File: src/mdte_pkg.sv
// Shared types, constants and entity tables for the marker-delimited text extractor.
`timescale 1ns / 1ps

package mdte_pkg;

    localparam int TEXT_DEPTH = 64;
    localparam int TEXT_AW    = $clog2(TEXT_DEPTH);
    localparam int CNT_W      = $clog2(TEXT_DEPTH + 1);
    localparam int BEGIN_MAX  = 24;
    localparam int END_MAX    = 8;
    localparam int CFG_IDX_W  = 3;
    localparam int CFG_DATA_W = 64;

    localparam int ENT_NUM    = 6;
    localparam int ENT_MAXLEN = 5;

    localparam logic [CFG_IDX_W-1:0] CFG_BEGIN_LOW  = 3'd0;
    localparam logic [CFG_IDX_W-1:0] CFG_BEGIN_MID  = 3'd1;
    localparam logic [CFG_IDX_W-1:0] CFG_BEGIN_HIGH = 3'd2;
    localparam logic [CFG_IDX_W-1:0] CFG_BEGIN_LEN  = 3'd3;
    localparam logic [CFG_IDX_W-1:0] CFG_END_MARKER = 3'd4;
    localparam logic [CFG_IDX_W-1:0] CFG_END_LEN    = 3'd5;
    localparam logic [CFG_IDX_W-1:0] CFG_TEXT_LIMIT = 3'd6;

    localparam logic CMD_DATA = 1'b0;
    localparam logic CMD_END  = 1'b1;

    localparam logic [2:0] OUT_END_MARKER = 3'd0;
    localparam logic [2:0] OUT_BAIL       = 3'd1;
    localparam logic [2:0] OUT_LIMIT      = 3'd2;
    localparam logic [2:0] OUT_STREAM_END = 3'd3;
    localparam logic [2:0] OUT_NOT_FOUND  = 3'd4;

    localparam logic [7:0] CHAR_LT = 8'h3C;

    // Pattern bytes, first byte at index 0; unused tail bytes are zero.
    localparam logic [7:0] ENT_TEXT [ENT_NUM][ENT_MAXLEN] = '{
        '{8'h26, 8'h61, 8'h6D, 8'h70, 8'h3B},  // &amp;
        '{8'h61, 8'h6D, 8'h70, 8'h3B, 8'h00},  // amp;
        '{8'h61, 8'h70, 8'h6F, 8'h73, 8'h3B},  // apos;
        '{8'h6C, 8'h74, 8'h3B, 8'h00, 8'h00},  // lt;
        '{8'h67, 8'h74, 8'h3B, 8'h00, 8'h00},  // gt;
        '{8'h71, 8'h75, 8'h6F, 8'h74, 8'h3B}   // quot;
    };
    localparam logic [2:0] ENT_LEN  [ENT_NUM] = '{3'd5, 3'd4, 3'd5, 3'd3, 3'd3, 3'd5};
    localparam logic [7:0] ENT_CHAR [ENT_NUM] = '{8'h00, 8'h26, 8'h27, 8'h3C, 8'h3E, 8'h22};
    localparam logic       ENT_DEL  [ENT_NUM] = '{1'b1, 1'b0, 1'b0, 1'b0, 1'b0, 1'b0};

    // Tail window: element 0 is the newest stored byte.
    typedef logic [ENT_MAXLEN-1:0][7:0] t_win;

    typedef struct packed {
        logic       hit;
        logic       del;
        logic [2:0] len;
        logic [7:0] chr;
    } t_ent_res;

    typedef enum logic [2:0] {
        ST_IDLE,
        ST_FLUSH,
        ST_READ,
        ST_MATCH,
        ST_EMIT_RD,
        ST_EMIT_OUT
    } t_state;

endpackage

File: src/mdte_text_ram.sv
// Text store: one write port, one registered read port.
`timescale 1ns / 1ps

module mdte_text_ram (
    input  logic                       i_clk,
    input  logic                       i_we,
    input  logic [mdte_pkg::TEXT_AW-1:0] i_waddr,
    input  logic [7:0]                 i_wdata,
    input  logic [mdte_pkg::TEXT_AW-1:0] i_raddr,
    output logic [7:0]                 o_rdata
);

    logic [7:0] r_mem [mdte_pkg::TEXT_DEPTH];

    always_ff @(posedge i_clk) begin
        if (i_we) begin
            r_mem[i_waddr] <= i_wdata;
        end
        o_rdata <= r_mem[i_raddr];
    end

endmodule

File: src/mdte_entity_match.sv
// Entity compare unit: tests the stored tail against the six patterns in priority order.
`timescale 1ns / 1ps

module mdte_entity_match (
    input  mdte_pkg::t_win                 i_win,
    input  logic [mdte_pkg::CNT_W-1:0]     i_count,
    output mdte_pkg::t_ent_res             o_res
);

    always_comb begin
        logic ok;
        o_res = '0;
        // Walk from lowest priority up so the first pattern in the list wins.
        for (int p = mdte_pkg::ENT_NUM - 1; p >= 0; p--) begin
            ok = (i_count >= mdte_pkg::CNT_W'(mdte_pkg::ENT_LEN[p]));
            for (int j = 0; j < mdte_pkg::ENT_MAXLEN; j++) begin
                if (j < int'(mdte_pkg::ENT_LEN[p])) begin
                    if (i_win[int'(mdte_pkg::ENT_LEN[p]) - 1 - j] != mdte_pkg::ENT_TEXT[p][j]) begin
                        ok = 1'b0;
                    end
                end
            end
            if (ok) begin
                o_res.hit = 1'b1;
                o_res.del = mdte_pkg::ENT_DEL[p];
                o_res.len = mdte_pkg::ENT_LEN[p];
                o_res.chr = mdte_pkg::ENT_CHAR[p];
            end
        end
    end

endmodule

File: src/marker_delimited_text_extractor.sv
// Top level of the marker-delimited text extractor: sequencer, registers and output stage.
`timescale 1ns / 1ps

// The block scans a byte stream for a configurable begin marker (up to 24 bytes, naive
// match that restarts from zero on any mismatch), then collects text until the end
// marker (up to 8 bytes), a '<' byte, the character limit (up to 64) or a stream-end
// transaction. Bytes that partially match the end marker are held and written to the
// text store, followed by the new byte, once the match breaks. After every collected
// byte the last five stored characters are read back and checked for the XML entities
// &amp; (deleted), amp; apos; lt; gt; quot; (replaced by their character). When a run
// ends the text is sent out one character per transaction, with last on the final one
// and the run outcome on all of them; an empty run yields one transaction with
// has_byte low. A byte while searching, or one that completes or aborts a run, is
// taken in the idle state alone; a byte that extends an end-marker match goes on to the
// tail read and entity check; any other byte first flushes the held end-marker bytes
// and itself to the text store. The text store takes the flush writes one per cycle on its write
// port and returns the five tail bytes one per cycle on its registered read port.
// Emission reads each character on that same read port, and the input is not ready until
// the last character reaches the output register. The output register lets a new
// transaction be accepted while the final character still waits. Configuration writes
// take effect at once and are accepted at any time.

module marker_delimited_text_extractor (
    input  logic                              i_clk,
    input  logic                              i_rst_n,
    // configuration write port
    input  logic                              i_cfg_wr_en,
    input  logic [mdte_pkg::CFG_IDX_W-1:0]    i_cfg_index,
    input  logic [mdte_pkg::CFG_DATA_W-1:0]   i_cfg_wdata,
    // input channel
    input  logic                              i_in_valid,
    output logic                              o_in_ready,
    input  logic                              i_command,
    input  logic [7:0]                        i_data_byte,
    // output channel
    output logic                              o_out_valid,
    input  logic                              i_out_ready,
    output logic [7:0]                        o_text_byte,
    output logic                              o_has_byte,
    output logic                              o_last,
    output logic [2:0]                        o_outcome
);

    localparam int CW = mdte_pkg::CNT_W;
    localparam int AW = mdte_pkg::TEXT_AW;

    // Configuration registers
    logic [63:0] r_begin_low, r_begin_mid, r_begin_high, r_end_marker;
    logic [4:0]  r_begin_len;
    logic [3:0]  r_end_len;
    logic [6:0]  r_text_limit;

    // Control state
    mdte_pkg::t_state r_state, n_state;
    logic             r_phase, n_phase;
    logic [4:0]       r_bm, n_bm;
    logic [3:0]       r_em, n_em;
    logic [CW-1:0]    r_count, n_count;
    logic [5:0]       r_k, n_k;
    logic [2:0]       r_run_out, n_run_out;
    logic             r_out_valid, n_out_valid;

    // Payload registers
    logic [7:0]       r_byte, n_byte;
    mdte_pkg::t_win   r_win, n_win;
    logic [7:0]       r_pend [mdte_pkg::END_MAX];
    logic [7:0]       r_text_byte, n_text_byte;
    logic             r_has_byte, n_has_byte;
    logic             r_last, n_last;
    logic [2:0]       r_outcome, n_outcome;

    // Datapath controls
    logic             pend_we;
    logic             ram_we;
    logic [AW-1:0]    ram_waddr, ram_raddr;
    logic [7:0]       ram_wdata, ram_rdata;
    mdte_pkg::t_ent_res ent;

    // Clamped lengths
    logic [4:0]    blen;
    logic [3:0]    elen;
    logic [CW-1:0] limit;

    logic [7:0]    begin_byte, end_byte, flush_byte;
    logic [191:0]  begin_all;
    logic [CW-1:0] tail_addr, ent_base;
    logic          emit_last;

    assign blen  = (r_begin_len == 5'd0) ? 5'd1 :
                   (r_begin_len > 5'(mdte_pkg::BEGIN_MAX)) ? 5'(mdte_pkg::BEGIN_MAX) : r_begin_len;
    assign elen  = (r_end_len == 4'd0) ? 4'd1 :
                   (r_end_len > 4'(mdte_pkg::END_MAX)) ? 4'(mdte_pkg::END_MAX) : r_end_len;
    assign limit = (r_text_limit == 7'd0) ? CW'(1) :
                   (CW'(r_text_limit) > CW'(mdte_pkg::TEXT_DEPTH)) ? CW'(mdte_pkg::TEXT_DEPTH)
                                                                 : CW'(r_text_limit);

    assign begin_all  = {r_begin_high, r_begin_mid, r_begin_low};
    assign begin_byte = begin_all[{r_bm, 3'b000} +: 8];
    assign end_byte   = r_end_marker[{r_em[2:0], 3'b000} +: 8];
    assign flush_byte = ({2'b00, r_em} > r_k) ? r_pend[r_k[2:0]] : r_byte;
    assign tail_addr  = r_count + CW'(r_k) - CW'(mdte_pkg::ENT_MAXLEN);
    assign ent_base   = r_count - CW'(ent.len);
    assign emit_last  = (r_count == CW'(0)) || (CW'(r_k) + CW'(1) == r_count);

    assign o_in_ready  = (r_state == mdte_pkg::ST_IDLE);
    assign o_out_valid = r_out_valid;
    assign o_text_byte = r_text_byte;
    assign o_has_byte  = r_has_byte;
    assign o_last      = r_last;
    assign o_outcome   = r_outcome;

    mdte_text_ram u_ram (
        .i_clk   (i_clk),
        .i_we    (ram_we),
        .i_waddr (ram_waddr),
        .i_wdata (ram_wdata),
        .i_raddr (ram_raddr),
        .o_rdata (ram_rdata)
    );

    mdte_entity_match u_ent (
        .i_win   (r_win),
        .i_count (r_count),
        .o_res   (ent)
    );

    // Configuration registers
    always_ff @(posedge i_clk) begin
        if (!i_rst_n) begin
            r_begin_low  <= '0;
            r_begin_mid  <= '0;
            r_begin_high <= '0;
            r_begin_len  <= 5'd1;
            r_end_marker <= '0;
            r_end_len    <= 4'd1;
            r_text_limit <= 7'd64;
        end else if (i_cfg_wr_en) begin
            case (i_cfg_index)
                mdte_pkg::CFG_BEGIN_LOW:  r_begin_low  <= i_cfg_wdata;
                mdte_pkg::CFG_BEGIN_MID:  r_begin_mid  <= i_cfg_wdata;
                mdte_pkg::CFG_BEGIN_HIGH: r_begin_high <= i_cfg_wdata;
                mdte_pkg::CFG_BEGIN_LEN:  r_begin_len  <= i_cfg_wdata[4:0];
                mdte_pkg::CFG_END_MARKER: r_end_marker <= i_cfg_wdata;
                mdte_pkg::CFG_END_LEN:    r_end_len    <= i_cfg_wdata[3:0];
                mdte_pkg::CFG_TEXT_LIMIT: r_text_limit <= i_cfg_wdata[6:0];
                default: ;
            endcase
        end
    end

    // Held end-marker bytes
    always_ff @(posedge i_clk) begin
        if (pend_we) begin
            r_pend[r_em[2:0]] <= i_data_byte;
        end
    end

    // State and control registers
    always_ff @(posedge i_clk) begin
        if (!i_rst_n) begin
            r_state     <= mdte_pkg::ST_IDLE;
            r_phase     <= 1'b0;
            r_bm        <= '0;
            r_em        <= '0;
            r_count     <= '0;
            r_k         <= '0;
            r_run_out   <= mdte_pkg::OUT_NOT_FOUND;
            r_out_valid <= 1'b0;
        end else begin
            r_state     <= n_state;
            r_phase     <= n_phase;
            r_bm        <= n_bm;
            r_em        <= n_em;
            r_count     <= n_count;
            r_k         <= n_k;
            r_run_out   <= n_run_out;
            r_out_valid <= n_out_valid;
        end
    end

    // Payload registers
    always_ff @(posedge i_clk) begin
        r_byte      <= n_byte;
        r_win       <= n_win;
        r_text_byte <= n_text_byte;
        r_has_byte  <= n_has_byte;
        r_last      <= n_last;
        r_outcome   <= n_outcome;
    end

    // Sequencer
    always_comb begin
        n_state     = r_state;
        n_phase     = r_phase;
        n_bm        = r_bm;
        n_em        = r_em;
        n_count     = r_count;
        n_k         = r_k;
        n_run_out   = r_run_out;
        n_out_valid = r_out_valid && !i_out_ready;
        n_byte      = r_byte;
        n_win       = r_win;
        n_text_byte = r_text_byte;
        n_has_byte  = r_has_byte;
        n_last      = r_last;
        n_outcome   = r_outcome;
        pend_we     = 1'b0;
        ram_we      = 1'b0;
        ram_waddr   = r_count[AW-1:0];
        ram_wdata   = flush_byte;
        ram_raddr   = r_k;

        case (r_state)
            mdte_pkg::ST_IDLE: begin
                n_k = '0;
                if (i_in_valid) begin
                    n_byte = i_data_byte;
                    if (!r_phase) begin
                        if (i_command == mdte_pkg::CMD_END) begin
                            n_count   = '0;
                            n_run_out = mdte_pkg::OUT_NOT_FOUND;
                            n_state   = mdte_pkg::ST_EMIT_RD;
                        end else if (i_data_byte == begin_byte) begin
                            // advance the begin match; enter the text phase when complete
                            if ({1'b0, r_bm} + 6'd1 >= {1'b0, blen}) begin
                                n_phase = 1'b1;
                                n_bm    = '0;
                                n_em    = '0;
                                n_count = '0;
                            end else begin
                                n_bm = r_bm + 5'd1;
                            end
                        end else begin
                            n_bm = '0;
                        end
                    end else if (i_command == mdte_pkg::CMD_END) begin
                        n_run_out = mdte_pkg::OUT_STREAM_END;
                        n_state   = mdte_pkg::ST_EMIT_RD;
                    end else if (r_em < 4'(mdte_pkg::END_MAX) && i_data_byte == end_byte) begin
                        // hold the byte; finish on a full end marker
                        pend_we = 1'b1;
                        n_em    = r_em + 4'd1;
                        if (r_em + 4'd1 >= elen) begin
                            n_run_out = mdte_pkg::OUT_END_MARKER;
                            n_state   = mdte_pkg::ST_EMIT_RD;
                        end else begin
                            n_state = mdte_pkg::ST_READ;
                        end
                    end else if (i_data_byte == mdte_pkg::CHAR_LT) begin
                        n_run_out = mdte_pkg::OUT_BAIL;
                        n_state   = mdte_pkg::ST_EMIT_RD;
                    end else begin
                        n_state = mdte_pkg::ST_FLUSH;
                    end
                end
            end

            mdte_pkg::ST_FLUSH: begin
                // release held bytes, then the new byte; drop what exceeds the limit
                if (r_count < limit) begin
                    ram_we  = 1'b1;
                    n_count = r_count + CW'(1);
                end
                if (CW'(r_k) == CW'(r_em)) begin
                    n_em    = '0;
                    n_k     = '0;
                    n_state = mdte_pkg::ST_READ;
                end else begin
                    n_k = r_k + 6'd1;
                end
            end

            mdte_pkg::ST_READ: begin
                // read the last five stored bytes into the tail window
                ram_raddr = tail_addr[AW-1:0];
                if (r_k != 6'd0) begin
                    n_win = {r_win[mdte_pkg::ENT_MAXLEN-2:0], ram_rdata};
                end
                if (r_k == 6'(mdte_pkg::ENT_MAXLEN)) begin
                    n_k     = '0;
                    n_state = mdte_pkg::ST_MATCH;
                end else begin
                    n_k = r_k + 6'd1;
                end
            end

            mdte_pkg::ST_MATCH: begin
                n_k = '0;
                if (ent.hit) begin
                    if (ent.del) begin
                        n_count = ent_base;
                    end else begin
                        ram_we    = 1'b1;
                        ram_waddr = ent_base[AW-1:0];
                        ram_wdata = ent.chr;
                        n_count   = ent_base + CW'(1);
                    end
                end
                if (n_count >= limit) begin
                    n_run_out = mdte_pkg::OUT_LIMIT;
                    n_state   = mdte_pkg::ST_EMIT_RD;
                end else begin
                    n_state = mdte_pkg::ST_IDLE;
                end
            end

            mdte_pkg::ST_EMIT_RD: begin
                n_state = mdte_pkg::ST_EMIT_OUT;
            end

            mdte_pkg::ST_EMIT_OUT: begin
                // hold until the output register is free, then load one character
                if (!r_out_valid || i_out_ready) begin
                    n_out_valid = 1'b1;
                    n_has_byte  = (r_count != CW'(0));
                    n_text_byte = (r_count != CW'(0)) ? ram_rdata : 8'h00;
                    n_last      = emit_last;
                    n_outcome   = r_run_out;
                    if (emit_last) begin
                        n_phase = 1'b0;
                        n_bm    = '0;
                        n_em    = '0;
                        n_count = '0;
                        n_k     = '0;
                        n_state = mdte_pkg::ST_IDLE;
                    end else begin
                        n_k     = r_k + 6'd1;
                        n_state = mdte_pkg::ST_EMIT_RD;
                    end
                end
            end

            default: begin
                n_state = mdte_pkg::ST_IDLE;
            end
        endcase
    end

endmodule
File: config.mk
export PLATFORM = sky130hd
export DESIGN_NAME = marker_delimited_text_extractor
export DESIGN_NICKNAME = d
export VERILOG_FILES = /design/src/mdte_pkg.sv /design/src/mdte_text_ram.sv /design/src/mdte_entity_match.sv /design/src/marker_delimited_text_extractor.sv
export SDC_FILE = /design/constraint.sdc
export NUM_CORES = 2
export LEC_CHECK = 0
export BUFFER_PORTS_ARGS = -buffer_cell sky130_fd_sc_hd__buf_2
export CAP_MARGIN = 20
export CORE_ASPECT_RATIO = 1.4
export CORE_MARGIN = 4
export CORE_UTILIZATION = 40
export CTS_CLUSTER_SIZE = 20
export DETAILED_ROUTE_END_ITERATION = 10
export PLACE_DENSITY = 0.57
export SLEW_MARGIN = 20
export SYNTH_ARGS = -nofsm -noshare
export SYNTH_HDL_FRONTEND = slang
export SYNTH_SLANG_ARGS = --single-unit
File: constraint.sdc
create_clock -name i_clk -period 15.6 [get_ports i_clk]
set_clock_uncertainty 0.15 [all_clocks]
set_input_delay 1.56 -clock i_clk [delete_from_list [all_inputs] [get_ports i_clk]]
set_output_delay 1.56 -clock i_clk [all_outputs]
set_load 0.01 [all_outputs]
==> impl_metrics.json <==
{
  "outcome": "complete, no violations",
  "clk_pin_slew_ns": 0.06,
  "pwr-share-clk_pct": 40.9,
  "switching_share_pct": 24.0,
  "hold_end": "r_win[11]",
  "final_core_util_pct": 45.2,
  "fin_crit_sh_pct": 40.9,
  "final_common_cell": "nand2_1",
  "final_cell_mix": "nand2_1 (681), edfxtp_1 (637), a21oi_1 (313), dfxtp_1 (311), mux4_2 (190)",
  "stdcell_area_sq_um": 45700,
  "die_y_microns": 385,
  "power_frac_comb_pct": 9.0,
  "synth_compound_area_share_pct": 8.47,
  "crit_required_ns": 16.05,
  "netlist_instances": 3207,
  "synth_top_family_by_area": "multiplexers",
  "synth.area.mux_share_pct": 12.8,
  "grtUsageTotal_pct": 20.5,
  "crit_fanout": 14,
  "p_int_mw": 4.24,
  "rsz0062_at_grt": "no",
  "clock_latency_ns": 0.67,
  "postSynthAreaPerCell_sq_um": 12.7,
  "maxSlewHeadroom_pct": 21.1,
  "holdBufCountCts": 0,
  "vias": 25975,
  "peakVddDrop_mv": 0.0946,
  "yosysSeqAreaShare_pct": 62.5,
  "crit_start": "r_count[1]",
  "cts_buffer_depth": 3,
  "htree_levels": 3,
  "start_util_pct": 40.2,
  "core.rowCount": 138,
  "drv_cap": 0,
  "numCtsBuffers": 93,
  "r2r_start": "r_count[1]",
  "fillers": 9142,
  "cts_setup_buffers": 0,
  "synthXorXnorAreaFrac_pct": 0.754,
  "fin_setup_tns_ns": 0,
  "hold_path_startpoint": "r_win[3]",
  "path_class": "register to register",
  "port_buffers": 95,
  "pwr_density_cell_nw_per_um2": 122,
  "syn-num-nets": 3337,
  "synth_adder_area_share_pct": 1.55,
  "cts.sinks": 950,
  "dieWidth_microns": 277,
  "place.gp.congestion": 0.842,
  "hold_violations": 0,
  "rr_worst_depth": 22,
  "layout-drive-gt1-share_pct": 16.4,
  "grt_pass1_wl_microns": 167000,
  "grt_pass1_vias": 26139,
  "rrSetupSlack_ns": 9.22,
  "cts_tree": "built",
  "critPathCaptureType": "register",
  "crit_path_max_incr_delay_ns": 0.70,
  "dpl_cell_area_sq_um": 42600,
  "finalCriticalPeriod_ns": 6.38,
  "post_cts_resized": 0,
  "remaining_drc_errors": 0,
  "synth-async-reset-ratio_pct": 0,
  "sequentialPowerShare_pct": 50.1,
  "hp-class": "register to register",
  "syn-cell-area_sq_um": 40600,
  "slowest_stage": "a2111oi_0",
  "root_buffer": "clkbuf_16",
  "fp.coreArea_sq_um": 101000,
  "die_area_sq_um": 107000,
  "synth_edf_count": 637,
  "synth_cell_type_count": 82,
  "viasPerCell": 5.57,
  "p_switching_mw": 1.34,
  "critPathLaunchType": "register",
  "dp_hpwl_microns": 72400,
  "antenna_cells": 0,
  "holdPathStages": 0,
  "synth-seq-cells": 950,
  "synthSimpleGateAreaFrac_pct": 11.6,
  "worst_pin_slew_ns": 1.18,
  "clock.fmax_mhz": 157,
  "first_iter_violations": 2225,
  "arrival_ns": 6.84,
  "io_pins": 96,
  "postRouteWirelength_microns": 111000,
  "drtAntennaViolNets": 0,
  "drtPass1Iterations": 6,
  "synth-main-ff-cell": "edfxtp_1",
  "path_cells": "ha_1 > a21oi_1 > a31o_2 > nor4_1 > inv_1 > o211ai_1 > ha_1 > inv_1 > fa_1 > nand2_1 > nor2_1 > o21ai_0 > a2111oi_0 > nor2_1 > nor2_1 > xnor2_1 > ha_1 > o21ai_0 > a21oi_1 > o31a_1 > o2bb2ai_1 > mux2i_1",
  "slew_violations": 0,
  "reg2reg_to": "r_run_out[0]",
  "cellLeakagePower_nw": 14.9,
  "ys_warn_count": 0,
  "grt_max_degree": 142,
  "area_growth_pct": 12.4,
  "routedWlPerCell_microns": 23.8,
  "final_nets": 3384,
  "setup_viol": 0,
  "grt_antenna_before_repair": 9,
  "grt-ovfl-total": 0
}
-- synthesized netlist by cell type, types with 6 or more instances --
master    instances  area (sq um)
edfxtp_1        637         19100
buf_1            24          90.1
or2_2            10          62.6
a22o_1            8          70.1
nor3_1           34           170
nor4_1           16           100
and2_1           40           250
nand2b_1         19           119
or4_1            13          97.6
dfxtp_1         313          6270
ha_1             47           588
o22ai_1          11          68.8
a22oi_1           7          52.6
a221oi_1         16           140
mux2i_1          73           731
nand3_1          25           125
nand4_1           7          43.8
o21ai_0          28           140
mux2_2           16           180
o21a_1            7          52.6
xnor2_1          26           228
a21oi_1         317          1590
buf_2            25           125
a21o_1           12          90.1
mux4_2          190          4280
nor2_1          166           623
and3_1           12          75.1
xor2_1            9          78.8
a31oi_1          37           231
a211oi_1         46           345
nor2b_1          27           169
nand2_1         688          2580
inv_1            35           131
or3_1             6          37.5
o31ai_1           9          67.6
clkbuf_1        140           526
-- power groups by stage --
stage	Clock [mW]	Combinational, mW	Sequential [mW]
floorplan	0	0.316	2.84
global placement	0	0.507	2.85
detailed placement	0	0.510	2.85
CTS	2.34	0.512	2.80
global route	2.44	0.545	2.80
finish	2.28	0.503	2.80
-- sequential cells by signal (all words and copies together), names as in the netlist, 40 cells and up, named ones only --
name          count
r_begin_high     64
r_win            40
u_ram.r_mem     512
r_begin_mid      64
r_begin_low      64
r_end_marker     64
r_pend           64
-- critical path: cells and delay by family (launching register included) --
kind	cells	cell delay, ns
compound gates	9	2.23
fa+ha+maj	4	1.44
simple gates	5	1.16
flops	1	0.68
buf+inv	2	0.28
mux	1	0.23
xor+xnor	1	0.14
-- metrics by stage --
step | setup WS, ns | power, mW | std cells | hold WS [ns]
global route | 8.63 | 5.78 | 4660 | 0.305
floorplan | 10.25 | 3.16 | 3207 | 0.251
detailed placement | 9.34 | 3.36 | 4488 | 0.279
CTS | 9.31 | 5.65 | 4659 | 0.287
global placement | 9.38 | 3.36 | 4488 | 0.272
finish | 9.22 | 5.59 | 4660 | 0.283
-- routing by layer --
| metal | up-vias | share of wire (%) | GRT usage, % |
|---|---|---|---|
| met2 | 765 | 51 | 36.5 |
| met1 | 12982 | 39 | 24.4 |
| met5 | - | 0.029 | 0 |
| met4 | 4 | 5.4 | 10.5 |
| met3 | 233 | 4.6 | 2.60 |
| li1 | 11991 | - | - |
-- logic make-up (layout without fill, tap and decap cells) --
logic type / count (synthesis) / count (layout)
and+or+nand+nor: 1095 / 1095
DFF: 950 / 950
AOI/OAI and AO/OA: 564 / 564
muxes: 279 / 279
buffers and inverters: 235 / 358
adders and majority gates: 49 / 49
xor gates and xnor gates: 35 / 35
-- cell type report --
cell class	instances	area [sq um]	share of cell area, %
sequential	950	25400	55.6
multi-input combinational	2022	14500	31.7
clock buffer	123	2570	5.63
tap	1330	1660	3.64
timing repair buffer	148	896	1.96
clock inverter	48	519	1.14
inverter	39	154	0.337
-- worst max-delay path by stage --
stage                        end  slack (ns)  depth (start not counted)
floorplan           r_run_out[0]       10.25                         21
global placement    r_run_out[0]        9.38                         21
detailed placement  r_run_out[2]        9.34                         21
CTS                 r_run_out[2]        9.31                         21
global route        r_run_out[1]        8.63                         22
finish              r_run_out[0]        9.22                         22
Power figures use the tool's default switching activity.
